### src/design/ems_pkg.sv
`default_nettype none
package ems_pkg;
  localparam int unsigned ALPHA_ONE = 65536;

  typedef struct packed {
    logic signed [31:0] sample;
    logic [1:0]         mode;
    logic [16:0]        alpha_value;
    logic               mean_reset;
    logic               mean_reset_present;
    logic signed [31:0] mean_reset_value;
    logic               dev_reset;
    logic               dev_reset_present;
    logic [30:0]        dev_reset_value;
  } in_item_t;

  typedef struct packed {
    logic signed [31:0] mean_out;
    logic [31:0]        deviation_out;
    logic [9:0]         bin_index;
    logic               last_in_frame;
  } out_item_t;

  typedef enum logic [2:0] {
    CFG_ALPHA_UP     = 3'd0,
    CFG_ALPHA_DOWN   = 3'd1,
    CFG_MEAN_PAD     = 3'd2,
    CFG_DEV_PAD      = 3'd3,
    CFG_FRAME_LENGTH = 3'd4
  } cfg_index_t;

  typedef enum logic [1:0] {
    MODE_REGS   = 2'd0,
    MODE_ITEM   = 2'd1,
    MODE_HELD   = 2'd2,
    MODE_REGS_B = 2'd3
  } mode_t;

  typedef enum logic [3:0] {
    ST_IDLE, ST_READ, ST_LOAD, ST_DELTA, ST_MULQ, ST_MEAN, ST_MULA,
    ST_SUM, ST_SCLO, ST_SCHI, ST_SCADD, ST_ROOT, ST_SQRT, ST_WRITE, ST_OUT
  } state_t;

  typedef struct packed {
    logic read_mem;
    logic load;
    logic delta;
    logic mulq;
    logic mean_upd;
    logic mula;
    logic sum;
    logic sclo;
    logic schi;
    logic scadd;
    logic sqrt_start;
    logic write_mem;
    logic out_load;
  } cmd_t;

  typedef struct packed {
    logic sqrt_done;
  } status_t;
endpackage
`default_nettype wire

### src/design/ems_ctrl.sv
`default_nettype none
module ems_ctrl (
  input  wire logic          clk,
  input  wire logic          rst,
  input  wire logic          in_valid,
  output logic               in_stall,
  output logic               out_valid,
  input  wire logic          out_stall,
  output ems_pkg::cmd_t      cmd,
  input  wire ems_pkg::status_t status
);
  import ems_pkg::*;

  state_t state, state_next;

  // state register
  always_ff @(posedge clk) begin
    if (rst) state <= ST_IDLE;
    else state <= state_next;
  end

  // next state
  always_comb begin
    state_next = state;
    unique case (state)
      ST_IDLE:  if (in_valid) state_next = ST_READ;
      ST_READ:  state_next = ST_LOAD;
      ST_LOAD:  state_next = ST_DELTA;
      ST_DELTA: state_next = ST_MULQ;
      ST_MULQ:  state_next = ST_MEAN;
      ST_MEAN:  state_next = ST_MULA;
      ST_MULA:  state_next = ST_SUM;
      ST_SUM:   state_next = ST_SCLO;
      ST_SCLO:  state_next = ST_SCHI;
      ST_SCHI:  state_next = ST_SCADD;
      ST_SCADD: state_next = ST_ROOT;
      ST_ROOT:  state_next = ST_SQRT;
      ST_SQRT:  if (status.sqrt_done) state_next = ST_WRITE;
      ST_WRITE: if (!out_valid || !out_stall) state_next = ST_OUT;
      ST_OUT:   state_next = ST_IDLE;
      default:  state_next = ST_IDLE;
    endcase
  end

  // output valid register, freed when the item is taken
  always_ff @(posedge clk) begin
    if (rst) out_valid <= 1'b0;
    else if (cmd.out_load) out_valid <= 1'b1;
    else if (!out_stall) out_valid <= 1'b0;
  end

  // commands
  always_comb begin
    cmd = '0;
    in_stall = (state != ST_IDLE);
    unique case (state)
      ST_IDLE:  cmd.read_mem = in_valid;
      ST_READ:  ;
      ST_LOAD:  cmd.load = 1'b1;
      ST_DELTA: cmd.delta = 1'b1;
      ST_MULQ:  cmd.mulq = 1'b1;
      ST_MEAN:  cmd.mean_upd = 1'b1;
      ST_MULA:  cmd.mula = 1'b1;
      ST_SUM:   cmd.sum = 1'b1;
      ST_SCLO:  cmd.sclo = 1'b1;
      ST_SCHI:  cmd.schi = 1'b1;
      ST_SCADD: begin
        cmd.scadd = 1'b1;
      end
      // root starts once the variance is in place, scaled unless the deviation was reset
      ST_ROOT:  cmd.sqrt_start = 1'b1;
      ST_SQRT:  ;
      ST_WRITE: begin
        cmd.write_mem = !out_valid || !out_stall;
        cmd.out_load = !out_valid || !out_stall;
      end
      ST_OUT:   ;
      default:  ;
    endcase
  end
endmodule
`default_nettype wire

### config.mk
export PLATFORM = sky130hd
export DESIGN_NAME = ems_ctrl
export DESIGN_NICKNAME = d
export VERILOG_FILES = /design/src/design/ems_pkg.sv /design/src/design/ems_ctrl.sv
export SDC_FILE = /design/constraint.sdc
export NUM_CORES = 1
export LEC_CHECK = 0
export BUFFER_PORTS_ARGS = -buffer_cell sky130_fd_sc_hd__buf_2
export CORE_AREA = 5 5 42 44
export CTS_CLUSTER_DIAMETER = 50
export DETAILED_ROUTE_END_ITERATION = 10
export DIE_AREA = 0 0 47 49
export GPL_TIMING_DRIVEN = 0
export HOLD_SLACK_MARGIN = 0.15
export SYNTH_ARGS = -nofsm -noshare
export SYNTH_HDL_FRONTEND = slang
export SYNTH_SLANG_ARGS = --single-unit
export TNS_END_PERCENT = 30
### constraint.sdc
create_clock -name clk -period 2.1 [get_ports clk]
set_clock_uncertainty 0.1 [all_clocks]
set_input_delay 0.42 -clock clk [delete_from_list [all_inputs] [get_ports clk]]
set_output_delay 0.42 -clock clk [all_outputs]
set_load 0.01 [all_outputs]
==> report_table.html, run 1 <==
<table>
<tr><th>Metric</th><th>Value</th></tr>
<tr><th colspan="2">Detailed routing</th></tr>
<tr><td>Via density per instance</td><td>between 4 and 5</td></tr>
<tr><td>Vias</td><td>roughly 400</td></tr>
<tr><td>WL final</td><td>approximately 970 um</td></tr>
<tr><td>DRC marker count from the first detailed-route iteration</td><td>4</td></tr>
<tr><td># DRC</td><td>0</td></tr>
<tr><td>Final antenna-violating net count</td><td>0</td></tr>
<tr><td>Drt first pass iters</td><td>4</td></tr>
<tr><td>Wire length per cell</td><td>11.1 um</td></tr>
<tr><th colspan="2">Critical path</th></tr>
<tr><td>Critical path origin</td><td>state[2]</td></tr>
<tr><td>Crit Path Class</td><td>flip-flop to output pin</td></tr>
<tr><td>Worst R2R Start</td><td>state[3]</td></tr>
<tr><td>CP endpoint kind</td><td>output pin</td></tr>
<tr><td>Length in cells of the worst reg-to-reg path</td><td>4</td></tr>
<tr><td>Biggest fanout along the worst timing path</td><td>10</td></tr>
<tr><td>CP Launch Type</td><td>flip-flop</td></tr>
<tr><td>Arrival time of data at the critical path endpoint</td><td>around 1.4 ns</td></tr>
<tr><td>Worst Path Required</td><td>~1.6 ns</td></tr>
<tr><th colspan="2">Synth</th></tr>
<tr><td>Number of distinct library cells after synthesis</td><td>21</td></tr>
<tr><td>Post-synthesis register bit count</td><td>5</td></tr>
<tr><td>Most area-consuming cells after synthesis</td><td>sky130_fd_sc_hd__dfxtp_1 29%, sky130_fd_sc_hd__nor2_1 9.8%, sky130_fd_sc_hd__nand2b_1 7.2%</td></tr>
<tr><td>Register area share after synthesis</td><td>between 20% and 30%</td></tr>
<tr><td>Mean instance size in the synthesized netlist</td><td>roughly 7.2 um2</td></tr>
<tr><td>Net count after synthesis</td><td>53</td></tr>
<tr><td>Yosys top cell by area</td><td>sky130_fd_sc_hd__dfxtp_1</td></tr>
<tr><td>Post-synthesis cell area</td><td>approximately 350 um2</td></tr>
<tr><td>Post-synthesis cell count</td><td>48</td></tr>
<tr><td>Top cell type's share of synthesized area</td><td>between 20% and 30%</td></tr>
<tr><td>Number of warnings printed during yosys synthesis</td><td>0</td></tr>
<tr><th colspan="2">Clocking</th></tr>
<tr><td>TritonCTS clock tree</td><td>built</td></tr>
<tr><td>Clk_lat worst skew</td><td>roughly 0.25 ns</td></tr>
<tr><td>Number of hold buffers added after CTS</td><td>0</td></tr>
<tr><td>H-tree level count</td><td>1</td></tr>
<tr><td>Clock buffer count from CTS</td><td>3</td></tr>
<tr><td>Post-CTS clock slew at the launch and capture registers of the worst setup and hold paths</td><td>0.05 ns</td></tr>
<tr><td>Root Buffer Master</td><td>sky130_fd_sc_hd__clkbuf_4</td></tr>
<tr><td>Sinks on Clock Net</td><td>5</td></tr>
<tr><td>Max clock buf depth</td><td>2</td></tr>
<tr><td>CTS-repair resized insts</td><td>0</td></tr>
<tr><td>Total setup buffers inserted after CTS</td><td>0</td></tr>
<tr><th colspan="2">Power</th></tr>
<tr><td>Areal power density over the cells</td><td>~680 nW/um2</td></tr>
<tr><td>Peak supply drop</td><td>roughly 220 uV</td></tr>
<tr><td>Overall power of the completed layout</td><td>0.000330 W</td></tr>
<tr><td>Reported leakage power</td><td>0.252 nW</td></tr>
<tr><th colspan="2">Worst hold path</th></tr>
<tr><td>Hold Crit Start</td><td>rst</td></tr>
<tr><td>Classification of the worst-slack hold path</td><td>primary input to flip-flop</td></tr>
<tr><td>Hold Path Depth</td><td>2</td></tr>
<tr><th colspan="2">Global routing</th></tr>
<tr><td>Number of global-route vias before repair</td><td>approximately 330</td></tr>
<tr><td>Wire length of the first global-routing pass</td><td>1.42 mm</td></tr>
<tr><td>Antenna violations before repair</td><td>0</td></tr>
<tr><td>Total Routing Usage GR</td><td>about 8.7%</td></tr>
<tr><td>Gr ovfl total</td><td>0</td></tr>
<tr><td>Maximum number of pins on one net before global-route repair</td><td>11</td></tr>
<tr><th colspan="2">Timing</th></tr>
<tr><td>Shortest clock period the worst path allows after layout</td><td>slightly below 2 ns</td></tr>
<tr><td>Pin slew with the least headroom to its limit</td><td>between 0.2 and 0.25 ns</td></tr>
<tr><td>Unrepaired setup endpoints after global routing</td><td>false</td></tr>
<tr><td>Final Max Tran Viols</td><td>0</td></tr>
<tr><td>TNS Setup</td><td>0 ns</td></tr>
<tr><td>Relative slew slack</td><td>84.1%</td></tr>
<tr><td>Worst Slack Setup Final</td><td>about 0.18 ns</td></tr>
<tr><td>Period Utilization, post-route</td><td>between 90% and 100%</td></tr>
<tr><td>Count of endpoints failing setup in the final report</td><td>0</td></tr>
<tr><td>Achievable Freq</td><td>around 520 MHz</td></tr>
<tr><td>Final hold violation count</td><td>0</td></tr>
<tr><th colspan="2">Floorplan</th></tr>
<tr><td>Die boundary height</td><td>49 um</td></tr>
<tr><td>Core Rows</td><td>14</td></tr>
<tr><td>Area enclosed by the die boundary</td><td>about 2300 um2</td></tr>
<tr><td>Initial standard-cell utilization of the core</td><td>24.6%</td></tr>
<tr><td>Die Width</td><td>47 um</td></tr>
<tr><td>Core region area</td><td>roughly 1400 um2</td></tr>
<tr><td>Number of I/O pins</td><td>20</td></tr>
<tr><th colspan="2">Final layout</th></tr>
<tr><td>Combined flip-flop and latch cell area</td><td>roughly 100 um2</td></tr>
<tr><td>Antenna Diode Count</td><td>0</td></tr>
<tr><td># fillers</td><td>between 150 and 200</td></tr>
<tr><td>Final #Nets</td><td>a little under 80</td></tr>
<tr><td>Share of cells above drive strength 1</td><td>between 30 and 40%</td></tr>
<tr><td>Area taken by multi-input logic gates</td><td>between 200 and 250 um2</td></tr>
<tr><td>Area growth from synthesis to layout</td><td>40.9%</td></tr>
<tr><th colspan="2">Placement</th></tr>
<tr><td>Total half-perimeter wirelength after legalization and detailed placement</td><td>693 um</td></tr>
<tr><td>Port bufs</td><td>19</td></tr>
<tr><td>Weighted congestion at the end of routability-driven global placement</td><td>about 0.74</td></tr>
<tr><td>Pre-CTS setup slack</td><td>approximately 0.44 ns</td></tr>
<tr><th colspan="2">Job</th></tr>
<tr><td>Max-cap violation count</td><td>0</td></tr>
<tr><th colspan="2">Run status</th></tr>
<tr><td>Run status</td><td>finished, final reports clean</td></tr>
</table>
-- cell usage in the layout (no fill, tap or decap), drive strengths merged --
| master | netlist | final |
|---|---|---|
| a31oi | 1 | 1 |
| nor2b | 1 | 1 |
| a22o | 1 | 1 |
| or2 | 1 | 1 |
| a21oi | 4 | 4 |
| nor2 | 9 | 9 |
| a311oi | 1 | 1 |
| o21a | 1 | 1 |
| buf | 5 | 24 |
| nor3 | 5 | 5 |
| nand4b | 1 | 1 |
| clkbuf | 0 | 4 |
| a2bb2oi | 1 | 1 |
| nand2 | 4 | 4 |
| and3 | 1 | 1 |
| dfxtp | 5 | 5 |
| inv | 1 | 1 |
| nand2b | 5 | 5 |
| o21ai | 1 | 1 |
-- routing by layer --
layer	part of all wire (%)	wire length [um]	track usage [%]
met1	48	465	11.2
met2	45	438	11.1
met4	1.8	17	9.68
met5	0	0	0
met3	4.8	46	1.11
-- cells by family (layout without fill, tap and decap cells) --
group | count (synthesis) | after routing | share of synthesized area (%)
buffers and inverters | 6 | 29 | 11.6
AND/OR/NAND/NOR | 27 | 27 | 40.6
AO/OA/AOI/OAI | 10 | 10 | 18.8
flip-flops | 5 | 5 | 29.0
-- layout make-up --
| type | instances | share of cell area [%] |
|---|---|---|
| Inverter | 1 | 0.771 |
| Timing Repair Buffer | 19 | 19.5 |
| Sequential cell | 5 | 20.6 |
| Clock buffer | 4 | 5.40 |
| Multi-Input combinational cell | 37 | 42.2 |
| Buffer | 5 | 7.46 |
| Tap cell | 16 | 4.11 |
-- metrics by stage --
| stage | std cells | utilization (%) | cell area [um2] | hold WS, ns |
|---|---|---|---|---|
| final | 87 | 34.7 | 487 | 0.284 |
| after global routing | 87 | 34.7 | 487 | 0.289 |
| after CTS | 87 | 34.7 | 487 | 0.281 |
| after detailed placement | 83 | 32.9 | 460 | 0.431 |
| after global placement | 83 | 32.9 | 460 | 0.422 |
| after floorplan | 48 | - | 345 | 0.389 |
-- Yosys cell counts --
| library cell | instances |
|---|---|
| sky130_fd_sc_hd__nor2b_1 | 1 |
| sky130_fd_sc_hd__and3_1 | 1 |
| sky130_fd_sc_hd__buf_2 | 2 |
| sky130_fd_sc_hd__buf_6 | 1 |
| sky130_fd_sc_hd__buf_4 | 2 |
| sky130_fd_sc_hd__nand2b_4 | 1 |
| sky130_fd_sc_hd__nand2_1 | 4 |
| sky130_fd_sc_hd__a21oi_1 | 4 |
| sky130_fd_sc_hd__o21a_1 | 1 |
| sky130_fd_sc_hd__dfxtp_1 | 5 |
| sky130_fd_sc_hd__nand2b_1 | 4 |
| sky130_fd_sc_hd__nor2_1 | 9 |
| sky130_fd_sc_hd__a2bb2oi_1 | 1 |
| sky130_fd_sc_hd__a311oi_1 | 1 |
| sky130_fd_sc_hd__nor3_1 | 5 |
| sky130_fd_sc_hd__o21ai_1 | 1 |
| sky130_fd_sc_hd__or2_0 | 1 |
| sky130_fd_sc_hd__a31oi_1 | 1 |
| sky130_fd_sc_hd__nand4b_1 | 1 |
| sky130_fd_sc_hd__a22o_1 | 1 |
| sky130_fd_sc_hd__inv_1 | 1 |
-- final timing paths --
| check | end | slack, ns |
|---|---|---|
| max reg2reg | state[0] | 0.92 |
| min | state[1] | 0.28 |
| max | cmd[1] | 0.18 |
| min reg2reg | out_valid | 0.43 |
-- power breakdown --
group | internal (W) | total, W | switching [W] | leakage, nW
Clock | 0.0000722 | 0.000117 | 0.0000448 | 0.0150
Sequential | 0.000103 | 0.000106 | 0.00000308 | 0.0409
Combinational | 0.0000486 | 0.000107 | 0.0000582 | 0.196
-- worst max-delay path, stage by stage, from the launching register on --
cell,delay [ns]
sky130_fd_sc_hd__dfxtp_1,0.35
sky130_fd_sc_hd__buf_2,0.22
sky130_fd_sc_hd__nand4b_1,0.17
sky130_fd_sc_hd__a21oi_1,0.18
sky130_fd_sc_hd__buf_4,0.13
sky130_fd_sc_hd__buf_2,0.11
-- flip-flops by register name, indices dropped and copies added (netlist names) --
name,flops
out_valid,1
state,4
Power figures use the tool's default switching activity.
==> inputs of run 2 (changes only) <==
--- a/config.mk
+++ b/config.mk
@@ -12,6 +12,7 @@
 export DIE_AREA = 0 0 47 49
 export GPL_TIMING_DRIVEN = 0
 export HOLD_SLACK_MARGIN = 0.15
+export SKIP_LAST_GASP = 1
 export SYNTH_ARGS = -nofsm -noshare
 export SYNTH_HDL_FRONTEND = slang
 export SYNTH_SLANG_ARGS = --single-unit
==> constraint.sdc (replaced) <==
create_clock -name clk -period 2.1 [get_ports clk]
set_clock_uncertainty 0.1 [all_clocks]
set_input_delay 0.42 -clock clk [delete_from_list [all_inputs] [get_ports clk]]
set_output_delay 0.42 -clock clk [all_outputs]
set_load 0.05 [all_outputs]
==> report_table.html, run 2 (synthesis results as in run 1) <==
<table>
<tr><th>Metric</th><th>Value</th></tr>
<tr><th colspan="2">Critical path</th></tr>
<tr><td>Cells along the critical path</td><td>buf_2 &gt; nand4b_1 &gt; a21oi_2 &gt; buf_4 &gt; clkbuf_4</td></tr>
<tr><td>Biggest fanout along the worst timing path</td><td>10</td></tr>
<tr><td>Slowest stage cell, crit path</td><td>sky130_fd_sc_hd__dfxtp_1</td></tr>
<tr><td>Delay of the slowest cell on the worst path</td><td>around 0.34 ns</td></tr>
<tr><td>Worst Path Required</td><td>about 1.6 ns</td></tr>
<tr><td>Arrival time of data at the critical path endpoint</td><td>about 1.5 ns</td></tr>
<tr><td>CP endpoint kind</td><td>output pin</td></tr>
<tr><td>Crit Path Class</td><td>flip-flop to output pin</td></tr>
<tr><td>CP Launch Type</td><td>flip-flop</td></tr>
<tr><th colspan="2">Global routing</th></tr>
<tr><td>Wire length of the first global-routing pass</td><td>between 1.5 and 2 mm</td></tr>
<tr><td>Gr ovfl total</td><td>0</td></tr>
<tr><td>Number of global-route vias before repair</td><td>355</td></tr>
<tr><td>Antenna violations before repair</td><td>0</td></tr>
<tr><td>Maximum number of pins on one net before global-route repair</td><td>11</td></tr>
<tr><td>Total Routing Usage GR</td><td>~9.7%</td></tr>
<tr><th colspan="2">Clocking</th></tr>
<tr><td>Clock buffer count from CTS</td><td>3</td></tr>
<tr><td>Max clock buf depth</td><td>2</td></tr>
<tr><td>CTS-repair resized insts</td><td>0</td></tr>
<tr><td>Sinks on Clock Net</td><td>5</td></tr>
<tr><td>H-tree level count</td><td>1</td></tr>
<tr><td>Number of hold buffers added after CTS</td><td>0</td></tr>
<tr><td>TritonCTS clock tree</td><td>built</td></tr>
<tr><td>Total setup buffers inserted after CTS</td><td>0</td></tr>
<tr><td>Clk_lat worst skew</td><td>0.25 ns</td></tr>
<tr><td>Post-CTS clock slew at the launch and capture registers of the worst setup and hold paths</td><td>0.05 ns</td></tr>
<tr><td>Root Buffer Master</td><td>sky130_fd_sc_hd__clkbuf_4</td></tr>
<tr><th colspan="2">Final layout</th></tr>
<tr><td>Area growth from synthesis to layout</td><td>42.8%</td></tr>
<tr><td># fillers</td><td>168</td></tr>
<tr><td>Registers with the most flip-flops</td><td>state x4, out_valid x1</td></tr>
<tr><td>Largest Register</td><td>state</td></tr>
<tr><td>Highest-count cells in the layout ignoring fill and taps</td><td>20 x sky130_fd_sc_hd__buf_2, 9 x sky130_fd_sc_hd__nor2_1, 5 x sky130_fd_sc_hd__nor3_1, 5 x sky130_fd_sc_hd__dfxtp_1</td></tr>
<tr><td>Antenna Diode Count</td><td>0</td></tr>
<tr><td>Final #Nets</td><td>77</td></tr>
<tr><td>Max FFs per register</td><td>4</td></tr>
<tr><td>Utilization after layout</td><td>a little over a third</td></tr>
<tr><td>Share of cells above drive strength 1</td><td>between 40% and 50%</td></tr>
<tr><td>Most common library cell in the layout ignoring fill and taps</td><td>sky130_fd_sc_hd__buf_2</td></tr>
<tr><th colspan="2">Timing</th></tr>
<tr><td>Final Max Tran Viols</td><td>0</td></tr>
<tr><td>Pin slew with the least headroom to its limit</td><td>approximately 0.25 ns</td></tr>
<tr><td>Unrepaired setup endpoints after global routing</td><td>false</td></tr>
<tr><td>Achievable Freq</td><td>about 500 MHz</td></tr>
<tr><td>Relative slew slack</td><td>83.3%</td></tr>
<tr><td>Count of endpoints failing setup in the final report</td><td>0</td></tr>
<tr><td>Final hold violation count</td><td>0</td></tr>
<tr><td>Shortest clock period the worst path allows after layout</td><td>between 1.5 and 2 ns</td></tr>
<tr><td>Period Utilization, post-route</td><td>between 90% and 100%</td></tr>
<tr><td>Worst Slack Setup Final</td><td>between 0.1 and 0.15 ns</td></tr>
<tr><th colspan="2">Power</th></tr>
<tr><td>Areal power density over the cells</td><td>~760 nW/um2</td></tr>
<tr><td>Total net switching power</td><td>around 0.00015 W</td></tr>
<tr><td>Int Power</td><td>~0.00022 W</td></tr>
<tr><td>Part of the total power dissipated in combinational logic</td><td>between 40% and 50%</td></tr>
<tr><td>Reported leakage power</td><td>around 0.25 nW</td></tr>
<tr><td>Clock power share</td><td>a little under a third</td></tr>
<tr><td>Peak supply drop</td><td>a little under 300 uV</td></tr>
<tr><td>Part of the total power dissipated in sequential elements</td><td>between 20 and 30%</td></tr>
<tr><td>Sw Ratio</td><td>40.2%</td></tr>
<tr><th colspan="2">Detailed routing</th></tr>
<tr><td>WL final</td><td>946 um</td></tr>
<tr><td>Wire length per cell</td><td>about 11 um</td></tr>
<tr><td># DRC</td><td>0</td></tr>
<tr><td>Drt first pass iters</td><td>4</td></tr>
<tr><td>Via density per instance</td><td>4.59</td></tr>
<tr><td>Vias</td><td>approximately 400</td></tr>
<tr><td>DRC marker count from the first detailed-route iteration</td><td>4</td></tr>
<tr><td>Final antenna-violating net count</td><td>0</td></tr>
<tr><th colspan="2">Floorplan</th></tr>
<tr><td>Area enclosed by the die boundary</td><td>2300 um2</td></tr>
<tr><td>Core region area</td><td>~1400 um2</td></tr>
<tr><td>Core Rows</td><td>14</td></tr>
<tr><td>Die Width</td><td>between 40 and 50 um</td></tr>
<tr><td>Initial standard-cell utilization of the core</td><td>about a quarter</td></tr>
<tr><td>Die boundary height</td><td>49 um</td></tr>
<tr><td>Number of I/O pins</td><td>20</td></tr>
<tr><th colspan="2">Worst hold path</th></tr>
<tr><td>Classification of the worst-slack hold path</td><td>primary input to flip-flop</td></tr>
<tr><th colspan="2">Placement</th></tr>
<tr><td>Weighted congestion at the end of routability-driven global placement</td><td>approximately 0.76</td></tr>
<tr><td>Total half-perimeter wirelength after legalization and detailed placement</td><td>just under 700 um</td></tr>
<tr><td>Port bufs</td><td>19</td></tr>
<tr><td>Pre-CTS setup slack</td><td>around 0.34 ns</td></tr>
<tr><th colspan="2">Job</th></tr>
<tr><td>Max-cap violation count</td><td>0</td></tr>
<tr><th colspan="2">Run status</th></tr>
<tr><td>Run status</td><td>finished, final reports clean</td></tr>
</table>
[run 2: cell types whose count changed in the layout (fill, tap and decap cells not counted), sizes merged]
cell	previous run	this run
buf	24	23
clkbuf	4	5
[run 2: worst paths after layout]
path | start | endpoint | slack [ns] | depth (start not counted)
setup reg to reg | state[3] | state[3] | 0.90 | 4
hold / removal | rst | out_valid | 0.28 | 2
setup / recovery | state[2] | cmd[1] | 0.11 | 5
hold reg to reg | out_valid | out_valid | 0.44 | 2
[run 2: stage by stage]
step	hold slack, ns	power, W	instances	setup TNS (ns)	instance area (um2)
after detailed placement	0.446	0.000260	83	0	464
after global routing	0.284	0.000396	87	0	493
after CTS	0.283	0.000379	87	0	490
final	0.281	0.000374	87	0	493
after global placement	0.433	0.000259	83	0	464
after floorplan	0.389	0.000229	48	-0.264	349
[run 2: power by group through the flow]
stage | Combinational, W | Clock (W) | Sequential, W
after floorplan | 0.000122 | 0 | 0.000107
after global placement | 0.000152 | 0 | 0.000107
after detailed placement | 0.000153 | 0 | 0.000107
after CTS | 0.000154 | 0.000120 | 0.000105
after global routing | 0.000164 | 0.000126 | 0.000106
final | 0.000153 | 0.000116 | 0.000106
[run 2: cell type report]
cell class	instances	area, um2	area share [%]
multi-input combinational	37	209	42.4
sequential	5	100	20.3
timing repair buffer	19	97.6	19.8
buffer	5	36.3	7.36
clock buffer	4	26.3	5.33
tap	16	20.0	4.06
inverter	1	3.75	0.761
[run 2: metal layers]
| layer | global-route usage (%) | vias to the layer above | routed length, um |
|---|---|---|---|
| li1 | - | 209 | - |
| met1 | 11.7 | 170 | 438 |
| met2 | 11.5 | 15 | 387 |
| met3 | 4.43 | 5 | 75 |
| met4 | 9.68 | 0 | 45 |
| met5 | 0 | - | 0 |
[run 2: critical path: cells and delay by family (launching register included)]
family          cells  cell delay (ns)
compound gates      1             0.16
buf+inv             3             0.53
flops               1             0.34
simple gates        1             0.19
